==> src/hdl/circular_fifo_search_remove_macros.svh <==
// Assertion macros for the circular FIFO with search and remove.
// Included by the top level; each macro expands to one labeled assertion.
`ifndef CIRCULAR_FIFO_SEARCH_REMOVE_MACROS_SVH
`define CIRCULAR_FIFO_SEARCH_REMOVE_MACROS_SVH

// A property that must hold at every clock edge outside reset.
`define CFSR_ASSERT(lbl, clk, rstn, prop, msg) \
    lbl: assert property (@(posedge clk) disable iff (!rstn) (prop)) else $error(msg);

// A condition that must imply a consequence in the same cycle.
`define CFSR_ASSERT_IMPL(lbl, clk, rstn, ante, cons, msg) \
    lbl: assert property (@(posedge clk) disable iff (!rstn) (ante) |-> (cons)) else $error(msg);

// A condition that must imply a consequence in the next cycle.
`define CFSR_ASSERT_NEXT(lbl, clk, rstn, ante, cons, msg) \
    lbl: assert property (@(posedge clk) disable iff (!rstn) (ante) |=> (cons)) else $error(msg);

`endif

==> src/hdl/cfsr_pkg.sv <==
// Shared types and constants for the circular FIFO with search and remove.
// Used by the sequencer and the top level; depends on nothing.
`default_nettype none

package cfsr_pkg;

    // Default storage shape.
    localparam int DEPTH_DEFAULT        = 16;
    localparam int ELEMENT_BITS_DEFAULT = 8;

    // Fixed widths of the channel fields.
    localparam int ITEM_W  = 8;
    localparam int COUNT_W = 5;

    // Operation codes.
    typedef enum logic [1:0] {
        OP_ENQ      = 2'd0,
        OP_DEQ      = 2'd1,
        OP_REMOVE   = 2'd2,
        OP_CONTAINS = 2'd3
    } t_op;

    // Sequencer states.
    typedef enum logic [2:0] {
        S_IDLE,
        S_ENQ,
        S_DEQ,
        S_DEQ_DATA,
        S_SRCH,
        S_SHIFT,
        S_DONE
    } t_state;

    // Input item.
    typedef struct packed {
        t_op               operation;
        logic [ITEM_W-1:0] item;
    } t_in_item;

    // Result item.
    typedef struct packed {
        logic [ITEM_W-1:0]  item_out;
        logic               done_res;
        logic               found;
        logic [COUNT_W-1:0] count;
        logic               empty_res;
        logic               full_res;
    } t_out_item;

endpackage

`default_nettype wire

==> src/hdl/cfsr_ram.sv <==
// Generic simple dual-port RAM: one write port, one registered read port.
// Stand-alone; no package needed.
`default_nettype none

module cfsr_ram #(
    parameter int WIDTH = 8,
    parameter int DEPTH = 16
) (
    input  wire logic                     i_clk,
    input  wire logic                     i_wr_en,
    input  wire logic [$clog2(DEPTH)-1:0] i_wr_addr,
    input  wire logic [WIDTH-1:0]         i_wr_data,
    input  wire logic                     i_rd_en,
    input  wire logic [$clog2(DEPTH)-1:0] i_rd_addr,
    output logic      [WIDTH-1:0]         o_rd_data
);

    logic [WIDTH-1:0] mem [DEPTH];

    // Write port.
    always_ff @(posedge i_clk) begin
        if (i_wr_en) begin
            mem[i_wr_addr] <= i_wr_data;
        end
    end

    // Registered read port.
    always_ff @(posedge i_clk) begin
        if (i_rd_en) begin
            o_rd_data <= mem[i_rd_addr];
        end
    end

endmodule

`default_nettype wire

==> src/hdl/cfsr_ctrl.sv <==
// Sequencer and pointer datapath of the circular FIFO with search and remove.
// Uses cfsr_pkg; drives the slot RAM and hands each result to the top level.
`default_nettype none

module cfsr_ctrl
    import cfsr_pkg::*;
#(
    parameter int DEPTH        = DEPTH_DEFAULT,
    parameter int ELEMENT_BITS = ELEMENT_BITS_DEFAULT
) (
    input  wire logic                     i_clk,
    input  wire logic                     i_rst_n,
    // Input channel
    input  wire logic                     i_in_valid,
    output logic                          o_in_stall,
    input  wire t_in_item                 i_in_data,
    // Result handoff to the output register
    output logic                          o_res_valid,
    input  wire logic                     i_res_ready,
    output t_out_item                     o_res_data,
    // Slot RAM
    output logic                          o_ram_wr_en,
    output logic [$clog2(DEPTH)-1:0]      o_ram_wr_addr,
    output logic [ELEMENT_BITS-1:0]       o_ram_wr_data,
    output logic                          o_ram_rd_en,
    output logic [$clog2(DEPTH)-1:0]      o_ram_rd_addr,
    input  wire logic [ELEMENT_BITS-1:0]  i_ram_rd_data
);

    localparam int IW = $clog2(DEPTH);
    localparam int CW = $clog2(DEPTH + 1);
    localparam int EB = ELEMENT_BITS;

    localparam logic [CW-1:0] DEPTH_C    = CW'(DEPTH);
    localparam logic [CW:0]   DEPTH_S    = (CW + 1)'(DEPTH);
    localparam logic [CW-1:0] OFF_ONE    = CW'(1);
    localparam logic [CW-1:0] OFF_MINUS1 = CW'(DEPTH - 1);

    // Slot index of the entry at offset off from base, wrapped to the depth.
    function automatic logic [IW-1:0] f_slot(input logic [IW-1:0] base,
                                             input logic [CW-1:0] off);
        logic [CW:0] sum;
        sum = {{(CW + 1 - IW){1'b0}}, base} + {1'b0, off};
        if (sum >= DEPTH_S) begin
            sum = sum - DEPTH_S;
        end
        return sum[IW-1:0];
    endfunction

    t_state          r_state, n_state;
    logic [IW-1:0]   r_head, n_head;
    logic [IW-1:0]   r_tail, n_tail;
    logic [CW-1:0]   r_fill, n_fill;
    t_op             r_op, n_op;
    logic [EB-1:0]   r_key, n_key;
    logic [CW-1:0]   r_rd_k, n_rd_k;
    logic            r_pend, n_pend;
    logic [CW-1:0]   r_pend_k, n_pend_k;
    logic [ITEM_W-1:0] r_item_out, n_item_out;
    logic            r_done, n_done;
    logic            r_found, n_found;

    logic                     in_xfer;
    logic                     hit;
    logic                     walk_end;
    logic                     more;
    logic [EB+ITEM_W-1:0]     key_ext;
    logic [EB+ITEM_W-1:0]     data_ext;
    logic [CW+COUNT_W-1:0]    count_ext;

    assign in_xfer   = i_in_valid && !o_in_stall;
    // The shared comparator looks at the entry read in the previous cycle.
    assign hit       = r_pend && (i_ram_rd_data == r_key);
    assign more      = (r_rd_k < r_fill);
    assign walk_end  = !r_pend && !more;
    assign key_ext   = {{EB{1'b0}}, i_in_data.item};
    assign data_ext  = {{ITEM_W{1'b0}}, i_ram_rd_data};
    assign count_ext = {{COUNT_W{1'b0}}, r_fill};

    // Next state.
    always_comb begin
        n_state = r_state;
        case (r_state)
            S_IDLE: begin
                if (in_xfer) begin
                    case (i_in_data.operation)
                        OP_ENQ:  n_state = S_ENQ;
                        OP_DEQ:  n_state = S_DEQ;
                        default: n_state = S_SRCH;
                    endcase
                end
            end
            S_ENQ:      n_state = S_DONE;
            S_DEQ:      n_state = (r_fill == '0) ? S_DONE : S_DEQ_DATA;
            S_DEQ_DATA: n_state = S_DONE;
            S_SRCH: begin
                if (hit) begin
                    n_state = (r_op == OP_REMOVE) ? S_SHIFT : S_DONE;
                end else if (walk_end) begin
                    n_state = S_DONE;
                end
            end
            S_SHIFT: begin
                if (walk_end) begin
                    n_state = S_DONE;
                end
            end
            S_DONE: begin
                if (i_res_ready) begin
                    n_state = S_IDLE;
                end
            end
            default: n_state = S_IDLE;
        endcase
    end

    // Outputs: handshake, RAM ports and the result.
    always_comb begin
        o_in_stall    = (r_state != S_IDLE);
        o_res_valid   = (r_state == S_DONE) && i_res_ready;
        o_ram_wr_en   = 1'b0;
        o_ram_wr_addr = r_tail;
        o_ram_wr_data = r_key;
        o_ram_rd_en   = 1'b0;
        o_ram_rd_addr = f_slot(r_head, r_rd_k);
        case (r_state)
            S_ENQ: begin
                o_ram_wr_en = (r_fill < DEPTH_C);
            end
            S_DEQ: begin
                o_ram_rd_en   = 1'b1;
                o_ram_rd_addr = r_head;
            end
            S_SRCH: begin
                o_ram_rd_en = more;
            end
            S_SHIFT: begin
                // Move the entry read last cycle one place toward the head.
                o_ram_rd_en   = more;
                o_ram_wr_en   = r_pend;
                o_ram_wr_addr = f_slot(r_head, r_pend_k - OFF_ONE);
                o_ram_wr_data = i_ram_rd_data;
            end
            default: begin
            end
        endcase
        o_res_data.item_out  = r_item_out;
        o_res_data.done_res  = r_done;
        o_res_data.found     = r_found;
        o_res_data.count     = count_ext[COUNT_W-1:0];
        o_res_data.empty_res = (r_fill == '0);
        o_res_data.full_res  = (r_fill == DEPTH_C);
    end

    // Pointer, walk and result datapath.
    always_comb begin
        n_head     = r_head;
        n_tail     = r_tail;
        n_fill     = r_fill;
        n_op       = r_op;
        n_key      = r_key;
        n_rd_k     = r_rd_k;
        n_pend     = r_pend;
        n_pend_k   = r_pend_k;
        n_item_out = r_item_out;
        n_done     = r_done;
        n_found    = r_found;
        case (r_state)
            S_IDLE: begin
                if (in_xfer) begin
                    n_op       = i_in_data.operation;
                    n_key      = key_ext[EB-1:0];
                    n_item_out = '0;
                    n_done     = 1'b0;
                    n_found    = 1'b0;
                    n_rd_k     = '0;
                    n_pend     = 1'b0;
                end
            end
            S_ENQ: begin
                if (r_fill < DEPTH_C) begin
                    n_tail = f_slot(r_tail, OFF_ONE);
                    n_fill = r_fill + OFF_ONE;
                    n_done = 1'b1;
                end
            end
            S_DEQ_DATA: begin
                n_item_out = data_ext[ITEM_W-1:0];
                n_head     = f_slot(r_head, OFF_ONE);
                n_fill     = r_fill - OFF_ONE;
                n_done     = 1'b1;
            end
            S_SRCH: begin
                if (hit) begin
                    // The shift starts with the entry just after the match.
                    n_found = 1'b1;
                    n_rd_k  = r_pend_k + OFF_ONE;
                    n_pend  = 1'b0;
                end else begin
                    n_pend   = more;
                    n_pend_k = r_rd_k;
                    if (more) begin
                        n_rd_k = r_rd_k + OFF_ONE;
                    end
                end
            end
            S_SHIFT: begin
                n_pend   = more;
                n_pend_k = r_rd_k;
                if (more) begin
                    n_rd_k = r_rd_k + OFF_ONE;
                end
                if (walk_end) begin
                    n_tail = f_slot(r_tail, OFF_MINUS1);
                    n_fill = r_fill - OFF_ONE;
                    n_done = 1'b1;
                end
            end
            default: begin
            end
        endcase
    end

    // Control registers.
    always_ff @(posedge i_clk) begin
        if (!i_rst_n) begin
            r_state <= S_IDLE;
            r_head  <= '0;
            r_tail  <= '0;
            r_fill  <= '0;
            r_pend  <= 1'b0;
        end else begin
            r_state <= n_state;
            r_head  <= n_head;
            r_tail  <= n_tail;
            r_fill  <= n_fill;
            r_pend  <= n_pend;
        end
    end

    // Payload registers.
    always_ff @(posedge i_clk) begin
        r_op       <= n_op;
        r_key      <= n_key;
        r_rd_k     <= n_rd_k;
        r_pend_k   <= n_pend_k;
        r_item_out <= n_item_out;
        r_done     <= n_done;
        r_found    <= n_found;
    end

endmodule

`default_nettype wire

==> src/hdl/circular_fifo_search_remove.sv <==
// Top level of the circular FIFO with search and remove: sequencer, slot RAM
// and output register. Depends on cfsr_pkg, cfsr_ctrl, cfsr_ram and the macros.
//
// Usage: one operation (enqueue, dequeue, remove first match, contains) per
// input transfer on i_in_valid / o_in_stall; exactly one result per operation
// on o_out_valid / i_out_stall, in order.
// A contains or remove walks from the head to the first match, or over every
// stored entry on a miss; a remove that hits then closes the gap by moving
// each later entry one place toward the head. The search and the gap closing
// both step through the slot RAM one entry per cycle on its single read port,
// and a new operation is taken only once the previous one has handed its
// result on to the output register.
// o_in_stall is high while an operation is in progress; the next operation is
// taken while a finished result still waits in the output register.
// When the receiver stalls, the result holds in the output register and a
// following operation waits at its end until the register frees.
// Reset (synchronous, active low) empties the queue; slot contents are not
// cleared and no clearing pass is needed.
`default_nettype none
`include "circular_fifo_search_remove_macros.svh"

module circular_fifo_search_remove
    import cfsr_pkg::*;
#(
    parameter int DEPTH        = DEPTH_DEFAULT,
    parameter int ELEMENT_BITS = ELEMENT_BITS_DEFAULT
) (
    input  wire logic     i_clk,
    input  wire logic     i_rst_n,
    // Input channel
    input  wire logic     i_in_valid,
    output logic          o_in_stall,
    input  wire t_in_item i_in_data,
    // Output channel
    output logic          o_out_valid,
    input  wire logic     i_out_stall,
    output t_out_item     o_out_data
);

    localparam int IW = $clog2(DEPTH);

    logic                    res_valid;
    logic                    res_ready;
    t_out_item               res_data;
    logic                    ram_wr_en;
    logic [IW-1:0]           ram_wr_addr;
    logic [ELEMENT_BITS-1:0] ram_wr_data;
    logic                    ram_rd_en;
    logic [IW-1:0]           ram_rd_addr;
    logic [ELEMENT_BITS-1:0] ram_rd_data;

    logic      r_out_valid;
    t_out_item r_out_data;

    // Sequencer.
    cfsr_ctrl #(
        .DEPTH        (DEPTH),
        .ELEMENT_BITS (ELEMENT_BITS)
    ) u_ctrl (
        .i_clk         (i_clk),
        .i_rst_n       (i_rst_n),
        .i_in_valid    (i_in_valid),
        .o_in_stall    (o_in_stall),
        .i_in_data     (i_in_data),
        .o_res_valid   (res_valid),
        .i_res_ready   (res_ready),
        .o_res_data    (res_data),
        .o_ram_wr_en   (ram_wr_en),
        .o_ram_wr_addr (ram_wr_addr),
        .o_ram_wr_data (ram_wr_data),
        .o_ram_rd_en   (ram_rd_en),
        .o_ram_rd_addr (ram_rd_addr),
        .i_ram_rd_data (ram_rd_data)
    );

    // Slot storage.
    cfsr_ram #(
        .WIDTH (ELEMENT_BITS),
        .DEPTH (DEPTH)
    ) u_slots (
        .i_clk     (i_clk),
        .i_wr_en   (ram_wr_en),
        .i_wr_addr (ram_wr_addr),
        .i_wr_data (ram_wr_data),
        .i_rd_en   (ram_rd_en),
        .i_rd_addr (ram_rd_addr),
        .o_rd_data (ram_rd_data)
    );

    // The output register can take a result when empty or when it transfers now.
    assign res_ready = !r_out_valid || !i_out_stall;

    // Output register.
    always_ff @(posedge i_clk) begin
        if (!i_rst_n) begin
            r_out_valid <= 1'b0;
        end else if (res_valid) begin
            r_out_valid <= 1'b1;
        end else if (!i_out_stall) begin
            r_out_valid <= 1'b0;
        end
    end

    always_ff @(posedge i_clk) begin
        if (res_valid) begin
            r_out_data <= res_data;
        end
    end

    assign o_out_valid = r_out_valid;
    assign o_out_data  = r_out_data;

    // A new result never overwrites one that the receiver has not taken.
    `CFSR_ASSERT_IMPL(a_no_overwrite, i_clk, i_rst_n, res_valid, !r_out_valid || !i_out_stall, "result overwrote a pending output")
    // An accepted operation keeps the input side stalled in the next cycle.
    `CFSR_ASSERT_NEXT(a_busy_after_xfer, i_clk, i_rst_n, i_in_valid && !o_in_stall, o_in_stall, "input not stalled while busy")
    // The empty flag agrees with the count and excludes the full flag.
    `CFSR_ASSERT_IMPL(a_empty_count, i_clk, i_rst_n, o_out_valid && o_out_data.empty_res, o_out_data.count == '0 && !o_out_data.full_res, "empty flag disagrees with count")
    // A remove that hit cannot leave the queue full.
    `CFSR_ASSERT(a_flags_excl, i_clk, i_rst_n, !(o_out_valid && o_out_data.found && o_out_data.done_res && o_out_data.full_res), "remove hit left queue full")

endmodule

`default_nettype wire

==> config.mk <==
export PLATFORM = sky130hd
export DESIGN_NAME = circular_fifo_search_remove
export DESIGN_NICKNAME = d
export VERILOG_FILES = /design/src/hdl/cfsr_pkg.sv /design/src/hdl/cfsr_ram.sv /design/src/hdl/cfsr_ctrl.sv /design/src/hdl/circular_fifo_search_remove.sv
export VERILOG_INCLUDE_DIRS = /design/src /design/src/hdl
export SDC_FILE = /design/constraint.sdc
export NUM_CORES = 1
export LEC_CHECK = 0
export ABC_AREA = 0
export BUFFER_PORTS_ARGS = -buffer_cell sky130_fd_sc_hd__buf_2
export CAP_MARGIN = 20
export CORE_MARGIN = 8
export CORE_UTILIZATION = 58
export CTS_CLUSTER_DIAMETER = 40
export DETAILED_ROUTE_END_ITERATION = 6
export PLACE_DENSITY_LB_ADDON = 0.12
export SYNTH_ARGS = -nofsm -noshare
export SYNTH_HDL_FRONTEND = slang
export SYNTH_SLANG_ARGS = --single-unit
==> constraint.sdc <==
create_clock -name i_clk -period 3.4 [get_ports i_clk]
set_input_delay 0.17 -clock i_clk [delete_from_list [all_inputs] [get_ports i_clk]]
set_output_delay 0.17 -clock i_clk [all_outputs]
set_load 0.03 [all_outputs]
==> metrics.txt, run 1 <==
status=finished clean; H-tree levels=1; Post-synth ARST share=0; CTS tree=done; met2 wire length=8.54 mm; routability cong.=0.856; TritonCTS Buffers=26; met1 wire length=7.66 mm; Filler cells=1022; initial antenna violation count=0; CP Max Fanout=47; leakage=3.85 nW; DRC=0; die height=139 um; Worst-Margin Slew=963 ps; Ys Warns=0; most common cell after layout, fill and taps aside=edfxtp_1; Distinct cells, synth=45; pre-CTS WS=336 ps; # resized after CTS=0; Worst EP required=3670 ps; DP HPWL=12.1 mm; commonest non-fill, non-tap cells in the layout=edfxtp_1, nand2_1, mux2i_1; Rel. slew slack=0.351; HP Class=in -> reg; WL final=17.9 mm; number of global-route vias before repair=5299; initial DRC count=313; FF/Latch Area=5860 sq um; final worst slack=316 ps; Synth Instances=604; number of max-cap violations=0; Crit Path Class=reg -> reg; proportion of layout cells with a drive suffix above 1=0.201; Seq/Total Area, Yosys=0.665; PwrDens=703 nW/um^2; postcts setup bufs=0; Max Fclk=324 MHz; pin count of the biggest net entering global routing=48; GRT Total Usage=0.187; Avg Cell Area, Syn=14.6 sq um; setup repair after global routing missed its margin=no; Vias/cell=5.69; clock tree root buffer cell=clkbuf_16; Mapped Area=8810 sq um; first-pass GRT wire length=28.8 mm; CTS Hold Bufs=10; Core Util, Final=0.690; highest routed layer=met4; met3 WL=1.18 mm; CP max stage delay=490 ps; clock latency at the later pin of the worst-skew pair=520 ps; Slew Limit Fails=0; Min-Delay Path Depth=4; final hold vios=0; Critical Path End Type=flop; Final ANT Viol Nets=0; commonest register cell after synthesis=edfxtp_1; drt wl/cell=20.1 um; PortBufs=32; Synth Net Count=641; Final setup viols=0; Final min period=3080 ps; io pins=33; remaining global-route overflow=0; Ant. Diodes=0; Core Footprint=15000 sq um; die width=139 um; final net count=720; # rows=45; Worst-path clk slew=60 ps; crit start category=flop; Worst Reg-to-Reg Cells=9; die area=19400 sq um; area of the multi-input gates=2770 sq um; crit share post-route=0.907; # clock sinks=201; TritonRoute pass-1 iters=5; worst path arrival time=3350 ps; skew final=10.5 ps; setup TNS=0 ps; slowest CP cell=edfxtp_1; Yosys reg bits=201; peak supply drop=0.000498 V; Post-synth EDFFs=183; Area growth, synth to finish=17.8%; CTS max path bufs=3; DR vias=5066; CP cell instances=ha_1 > inv_1 > fa_1 > mux2i_4 > buf_12 > mux2_1 > o22ai_1 > a221oi_1 > mux2_2; Initial Util=0.586
==> worst max-delay path: cells and delay by family, from the launching register on <==
family / cells / cell delay (ps)
muxes: 3 / 870
buffers and inverters: 2 / 390
adders and majority gates: 2 / 720
AOI/OAI and AO/OA: 2 / 330
DFF: 1 / 490
==> path summary, 6_finish.rpt <==
| kind | start | to | slack (ps) |
|---|---|---|---|
| worst max-delay path | u_ctrl.r_rd_k[0] | u_slots.o_rd_data[7] | 320 |
| worst min-delay path | i_out_stall | o_out_valid | 50 |
| worst max register to register | u_ctrl.r_rd_k[0] | u_slots.o_rd_data[7] | 320 |
| worst min register to register | u_ctrl.r_item_out[7] | o_out_data[16] | 420 |
==> kinds of logic (layout without fill, tap and decap cells) <==
| kind of cell | count (synthesis) | in the layout | share of synthesized area |
|---|---|---|---|
| adders and majority gates | 23 | 23 | 0.0361 |
| AOI/OAI and AO/OA | 87 | 87 | 0.0653 |
| xor gates and xnor gates | 34 | 34 | 0.0338 |
| DFF | 201 | 201 | 0.665 |
| and+or+nand+nor | 141 | 141 | 0.0753 |
| buffers and inverters | 39 | 137 | 0.0214 |
| muxes | 79 | 79 | 0.103 |
==> stage by stage <==
stage          power, mW  hold slack, ps  cells  cell area, sq um
2_1_floorplan       3.99             269    604              8810
3_3_place_gp        4.33             348    833              9320
3_5_place_dp        4.36             348    833              9320
4_1_cts             7.34            29.6    890             10400
5_1_grt             7.57            58.2    890             10400
6_report            7.29            48.6    890             10400
==> metal layers <==
metal  up-vias  GRT usage
li1       2425          -
met2       143      0.312
met5         -          0
met4         0     0.0687
met1      2458      0.232
met3        40     0.0465
==> synthesized netlist by cell type, types with 2 or more instances <==
cell type	number	area share
mux2_2	17	0.022
a31oi_1	2	0.0014
mux2_4	15	0.026
nor2_1	36	0.015
ha_1	19	0.027
xnor2_1	14	0.014
nor3_1	7	0.0040
o211a_1	2	0.0023
nand4_1	4	0.0028
nor2b_1	6	0.0043
nand2_1	54	0.023
mux2_1	9	0.012
or3_1	2	0.0014
mux2i_1	37	0.042
o21a_1	3	0.0026
clkbuf_1	9	0.0038
buf_4	2	0.0017
edfxtp_1	183	0.62
buf_2	4	0.0023
a21o_1	6	0.0051
a21oi_1	17	0.0097
buf_6	4	0.0051
nand2b_1	6	0.0043
a21boi_0	3	0.0026
xor2_1	20	0.020
nand3_1	4	0.0023
fa_1	4	0.0091
and2_1	15	0.011
o22ai_1	21	0.015
a221oi_1	16	0.016
dfxtp_1	18	0.041
o21ai_0	13	0.0074
inv_1	20	0.0085
==> cell type report <==
cell class,instances,share of cell area
Timing Repair Buffer,70,0.0465
Tap cell,188,0.0227
Sequential cell,201,0.564
Clock inverter,20,0.0293
Clock buffer,27,0.0631
Multi-Input combinational cell,364,0.267
Inverter,20,0.00723
==> sequential cells by signal, summed over array words and instances (netlist names), 4 cells and up <==
name and cells:
u_slots.mem 128, o_out_data 17, u_ctrl.r_item_out 8, u_ctrl.r_key 8
u_slots.o_rd_data 8, u_ctrl.r_fill 5, u_ctrl.r_pend_k 5, u_ctrl.r_rd_k 5
u_ctrl.r_head 4, u_ctrl.r_tail 4
==> report_power, final <==
part / switching, mW / internal [mW]
Combinational: 0.751 / 0.544
Sequential: 0.113 / 2.91
Clock: 1.08 / 1.89
Note: power is estimated with default switching activity, not from simulation.
==> run 2, diff against run 1 <==
Settings changed: SLEW_MARGIN from default to 10, SYNTH_HIERARCHICAL from default to 1.
==> run 2 against run 1 <==
Count of clock-buffer cells in the layout grew 2; global-route usage fell by 0.91 points; synthesized cell count is 11% lower; register-to-register slack gained 80 ps; critical path depth rose by 2; sequential cell count did not move; worst setup slack improved by 77 ps; maximum frequency grew 2.6%; non-clock buffer count fell by 4; clock skew increased by 5.9 ps; critical endpoint is now u_slots/mem[0][0]; highest routed layer unchanged.
==> metrics.txt, run 2 <==
# clock sinks=201; Avg Cell Area, Syn=16.3 sq um; P_sw=2.09 mW; commonest non-fill, non-tap cells in the layout=edfxtp_1, buf_2, nor2_1; routability cong.=0.837; PortBufs=32; hold slack=47.5 ps; PwrDens=714 nW/um^2; Final setup viols=0; reg-to-reg endpoint=u_slots/mem[0][0]; top cell type's share of synthesized area=0.625; Yosys reg bits=201; initial antenna violation count=0; Worst Reg-to-Reg Cells=11; Worst-Margin Slew=959 ps; combinational fraction of design power=0.191; sequential share of power=0.419; Ant. Diodes=0; clock power share=0.390; Ys Warns=6; setup TNS=0 ps; crit start category=flop; clock tree root buffer cell=clkbuf_16; met1 wire length=7.30 mm; Synth Net Count=576; Rel. slew slack=0.354; number of max-cap violations=0; hold_sp=i_rst_n; leakage=3.71 nW; die width=139 um; first-pass GRT wire length=27.1 mm; Post-synth ARST share=0; TritonRoute pass-1 iters=5; Synth Instances=539; Sw Ratio=0.284; count leader, synth=edfxtp_1; R2R Setup Slk=390 ps; Distinct cells, synth=52; die height=139 um; Slew Limit Fails=0; met3 WL=853 um; crit path launch=u_ctrl/r_pend_k[0]; Worst setup endpoint=u_slots/mem[0][0]; Seq/Total Area, Yosys=0.666; most common cell after layout, fill and taps aside=edfxtp_1; max FFs per register=128; Finished Cell Area=10300 sq um; worst path arrival time=3250 ps; Internal Power=5.26 mW; remaining global-route overflow=0; HP Class=in -> reg; final hold vios=0; area leader, netlist=edfxtp_1; Final ANT Viol Nets=0; CTS max path bufs=3; highest routed layer=met4; top area cells in the synthesized netlist=edfxtp_1, mux4_2, mux4_1; CTS tree=done; commonest register cell after synthesis=edfxtp_1; Largest Register=u_slots/mem; DRC=0; number of global-route vias before repair=4909; Post-synth EDFFs=183; Crit Path Class=reg -> reg; Worst EP required=3640 ps; die area=19400 sq um; final net count=650; Cell Area, Placed=9210 sq um; Area growth, synth to finish=17.0%; skew final=16.4 ps; # resized after CTS=0; # rows=45; Filler cells=1041; Final min period=3010 ps; io pins=33; setup repair after global routing missed its margin=no; Post-synth top cells=edfxtp_1, nor2_1, nand2_1; Initial Util=0.585; H-tree levels=1; drt wl/cell=20.7 um; peak supply drop=0.000476 V; crit share post-route=0.884; clock latency at the later pin of the worst-skew pair=540 ps; Critical Path End Type=flop; DP HPWL=11.5 mm; met2 wire length=8.54 mm; pin count of the biggest net entering global routing=33; reg2reg start=u_ctrl/r_pend_k[0]; TritonCTS Buffers=28; CP Max Fanout=8; Mapped Area=8790 sq um; proportion of layout cells with a drive suffix above 1=0.220; WL final=17.0 mm; GRT Total Usage=0.178; Worst-path clk slew=60 ps; initial DRC count=315; DR vias=4810; Core Footprint=15000 sq um; Vias/cell=5.84; Max Fclk=333 MHz; status=finished clean
## run 2: power groups by stage
stage	Combinational (mW)	Sequential (mW)	Clock, mW
floorplan	1.09	3.09	0
global placement	1.37	3.12	0
detailed placement	1.40	3.13	0
CTS	1.42	3.08	2.93
global route	1.53	3.09	3.02
finish	1.41	3.08	2.87
## run 2: worst min-delay path by stage
stage,to,slack (ps),cells past startpoint
3_3_place_gp,u_ctrl/r_key[7],350,1
6_report,u_ctrl/r_fill[2],50,2
2_1_floorplan,u_ctrl/r_key[0],270,0
5_1_grt,u_ctrl/r_fill[4],60,2
4_1_cts,u_ctrl/r_fill[4],30,2
3_5_place_dp,u_ctrl/r_key[2],350,1
## run 2: final cells by class
class | instances | area, sq um | share of cell area
Sequential cell | 201 | 5860 | 0.569
Multi-Input combinational cell | 298 | 2700 | 0.262
Clock buffer | 29 | 704 | 0.0684
Timing Repair Buffer | 66 | 470 | 0.0457
Clock inverter | 23 | 262 | 0.0254
Tap cell | 188 | 235 | 0.0229
Inverter | 18 | 67.6 | 0.00656
## run 2: per-layer routing
layer	vias up	track usage
met2	122	0.307
met1	2423	0.224
met4	0	0.0462
met5	-	0
met3	29	0.0372
li1	2236	-
## run 2: critical path, stage by stage, from the launching register on
cell and delay (ps):
edfxtp_1 390, inv_1 90, ha_1 320, inv_1 110
ha_1 230, a21o_1 150, a21oi_1 170, xnor2_1 140
o21ai_0 170, or3b_2 540, nor3_1 180, buf_4 210
## run 2: cells by family after synthesis
family	Yosys count	synth area share
DFF	201	0.666
and+or+nand+nor	119	0.0691
AOI/OAI and AO/OA	79	0.0646
muxes	45	0.104
buffers and inverters	40	0.0285
xor gates and xnor gates	32	0.0319
adders and majority gates	23	0.0361
## run 2: repair_timing
item                      CTS  global route
hold buffers               12             0
hold endpoints to repair   12             0
setup buffers               0             0
## run 2: through the flow
step / std cells / utilization / setup WS (ps) / total power, mW
global route: 823 / 0.685 / 196 / 7.65
global placement: 759 / 0.612 / 540 / 4.49
CTS: 823 / 0.685 / 414 / 7.42
finish: 823 / 0.685 / 393 / 7.35
floorplan: 539 / - / 297 / 4.18
detailed placement: 759 / 0.612 / 454 / 4.53
==> run 3, diff against run 2 <==
Settings changed: PLACE_DENSITY from default to 0.79, PLACE_DENSITY_LB_ADDON 0.12 to default.
==> run 3 against run 2 <==
Sequential power is essentially flat; sequential cell count is the same; highest routed layer unchanged; cell area grew 0.30%; routed wire length grew 6.8%; worst setup slack gained 49 ps; critical path depth is the same; via count grew 4.7%; non-clock buffer count grew 2; global-route usage grew 1.2 points; sequential share of layout area shrank 0.17 points; critical path type unchanged; maximum frequency grew 1.7%.
==> metrics.txt, run 3 (synthesis results as in run 2) <==
commonest non-fill, non-tap cells in the layout=edfxtp_1, buf_2, nor2_1; WL final=18.2 mm; status=finished clean; final hold vios=0; sequential share of power=0.411; number of max-cap violations=0; leakage=3.73 nW; initial DRC count=467; Worst EP required=3620 ps; remaining global-route overflow=0; CTS max path bufs=3; crit share post-route=0.870; clock latency at the later pin of the worst-skew pair=520 ps; CP Max Fanout=8; Crit Path Class=reg -> reg; Pwr Total=7.49 mW; Bufs and invs on worst path=3; Filler cells=928; crit start category=flop; DP HPWL=11.8 mm; GRT Total Usage=0.190; max FFs per register=128; DR vias=5037; Final min period=2960 ps; first-pass GRT wire length=28.6 mm; drt wl/cell=22.0 um; Vias/cell=6.11; slowest CP cell=or3b_2; io pins=33; TritonCTS Buffers=28; combinational fraction of design power=0.190; DRC=0; most common cell after layout, fill and taps aside=edfxtp_1; Ant. Diodes=0; Internal Power=5.43 mW; peak supply drop=0.000563 V; setup repair after global routing missed its margin=no; pin count of the biggest net entering global routing=33; die width=139 um; routability cong.=0.865; Critical Path End Type=flop; Worst-path clk slew=60 ps; clock power share=0.398; cell family with most CP delay=simple AND/OR/NAND/NOR gates; Worst-Margin Slew=952 ps; Largest Register=u_slots/mem; P_sw=2.06 mW; Core Footprint=15000 sq um; die height=139 um; # rows=45; Area growth, synth to finish=17.4%; PwrDens=726 nW/um^2; CP max stage delay=540 ps; PortBufs=32; Slew Limit Fails=0; Final ANT Viol Nets=0; die area=19400 sq um; H-tree levels=1; Max Fclk=338 MHz; Initial Util=0.585; CTS tree=done; Rel. slew slack=0.363; final net count=652; # clock sinks=201; worst path arrival time=3180 ps; TritonRoute pass-1 iters=5; postcts setup bufs=0; CP cell instances=inv_1 > ha_1 > inv_1 > ha_1 > a21o_1 > a21oi_1 > xnor2_1 > o21ai_0 > or3b_2 > nor3_1 > buf_4; initial antenna violation count=0; clock tree root buffer cell=clkbuf_16; Final setup viols=0; Sw Ratio=0.275; setup TNS=0 ps; proportion of layout cells with a drive suffix above 1=0.221; HP Class=in -> reg; skew final=10.4 ps; number of global-route vias before repair=5102
-- run 3: path summary, 6_finish.rpt --
kind                                      startpoint                end  slack [ps]  cells after the start
worst max-delay path              u_ctrl/r_pend_k[0]  u_slots/mem[0][1]         440                     11
worst min-delay path                         i_rst_n   u_ctrl/r_fill[4]          70                      2
worst max register to register    u_ctrl/r_pend_k[0]  u_slots/mem[0][1]         440                     11
worst min register to register  u_ctrl/r_item_out[4]     o_out_data[13]         420                      0
-- run 3: cell type report --
class                           instances  area (sq um)  share of cell area
Clock inverter                         20           245              0.0238
Tap cell                              188           235              0.0228
Clock buffer                           32           737              0.0714
Multi-Input combinational cell        298          2700               0.261
Inverter                               18          67.6             0.00654
Timing Repair Buffer                   68           485              0.0470
Sequential cell                       201          5860               0.567
-- run 3: per-layer routing --
metal  GRT usage  wire (um)  vias up
met1       0.245       7570     2475
met5           0          0        -
met2       0.321       8850      277
met3      0.0344       1330       41
met4      0.0578        432        0
li1            -          -     2244
-- run 3: power groups by stage --
| stage | sequential, mW | combinational (mW) | clock (mW) |
|---|---|---|---|
| after floorplan | 3.09 | 1.09 | 0 |
| after global placement | 3.12 | 1.35 | 0 |
| after detailed placement | 3.13 | 1.40 | 0 |
| after CTS | 3.08 | 1.42 | 3.03 |
| after global routing | 3.10 | 1.53 | 3.13 |
| final | 3.08 | 1.43 | 2.98 |
-- run 3: worst reg2reg max path: cells and delay by family, from the launching register on --
family	cells	cell delay, ps
and+or+nand+nor	2	710
xor gates and xnor gates	1	130
adders and majority gates	2	480
AOI/OAI and AO/OA	3	480
buffers and inverters	3	420
DFF	1	430
-- run 3: repair_timing --
| item | 4_1_cts | 5_1_grt |
|---|---|---|
| endpoints found under the setup margin | 0 | 0 |
| hold buffers | 12 | 0 |
| gates resized for setup | 0 | 0 |
| hold endpoints to repair | 12 | 0 |
-- run 3: through the flow --
stage	util	instance area, sq um	hold WS [ps]	setup slack (ps)	std cells
2_1_floorplan	-	8790	269	297	539
4_1_cts	0.687	10300	62.2	448	825
3_5_place_dp	0.613	9220	348	480	761
3_3_place_gp	0.613	9220	351	552	761
5_1_grt	0.687	10300	74.7	241	825
6_report	0.687	10300	70.4	442	825
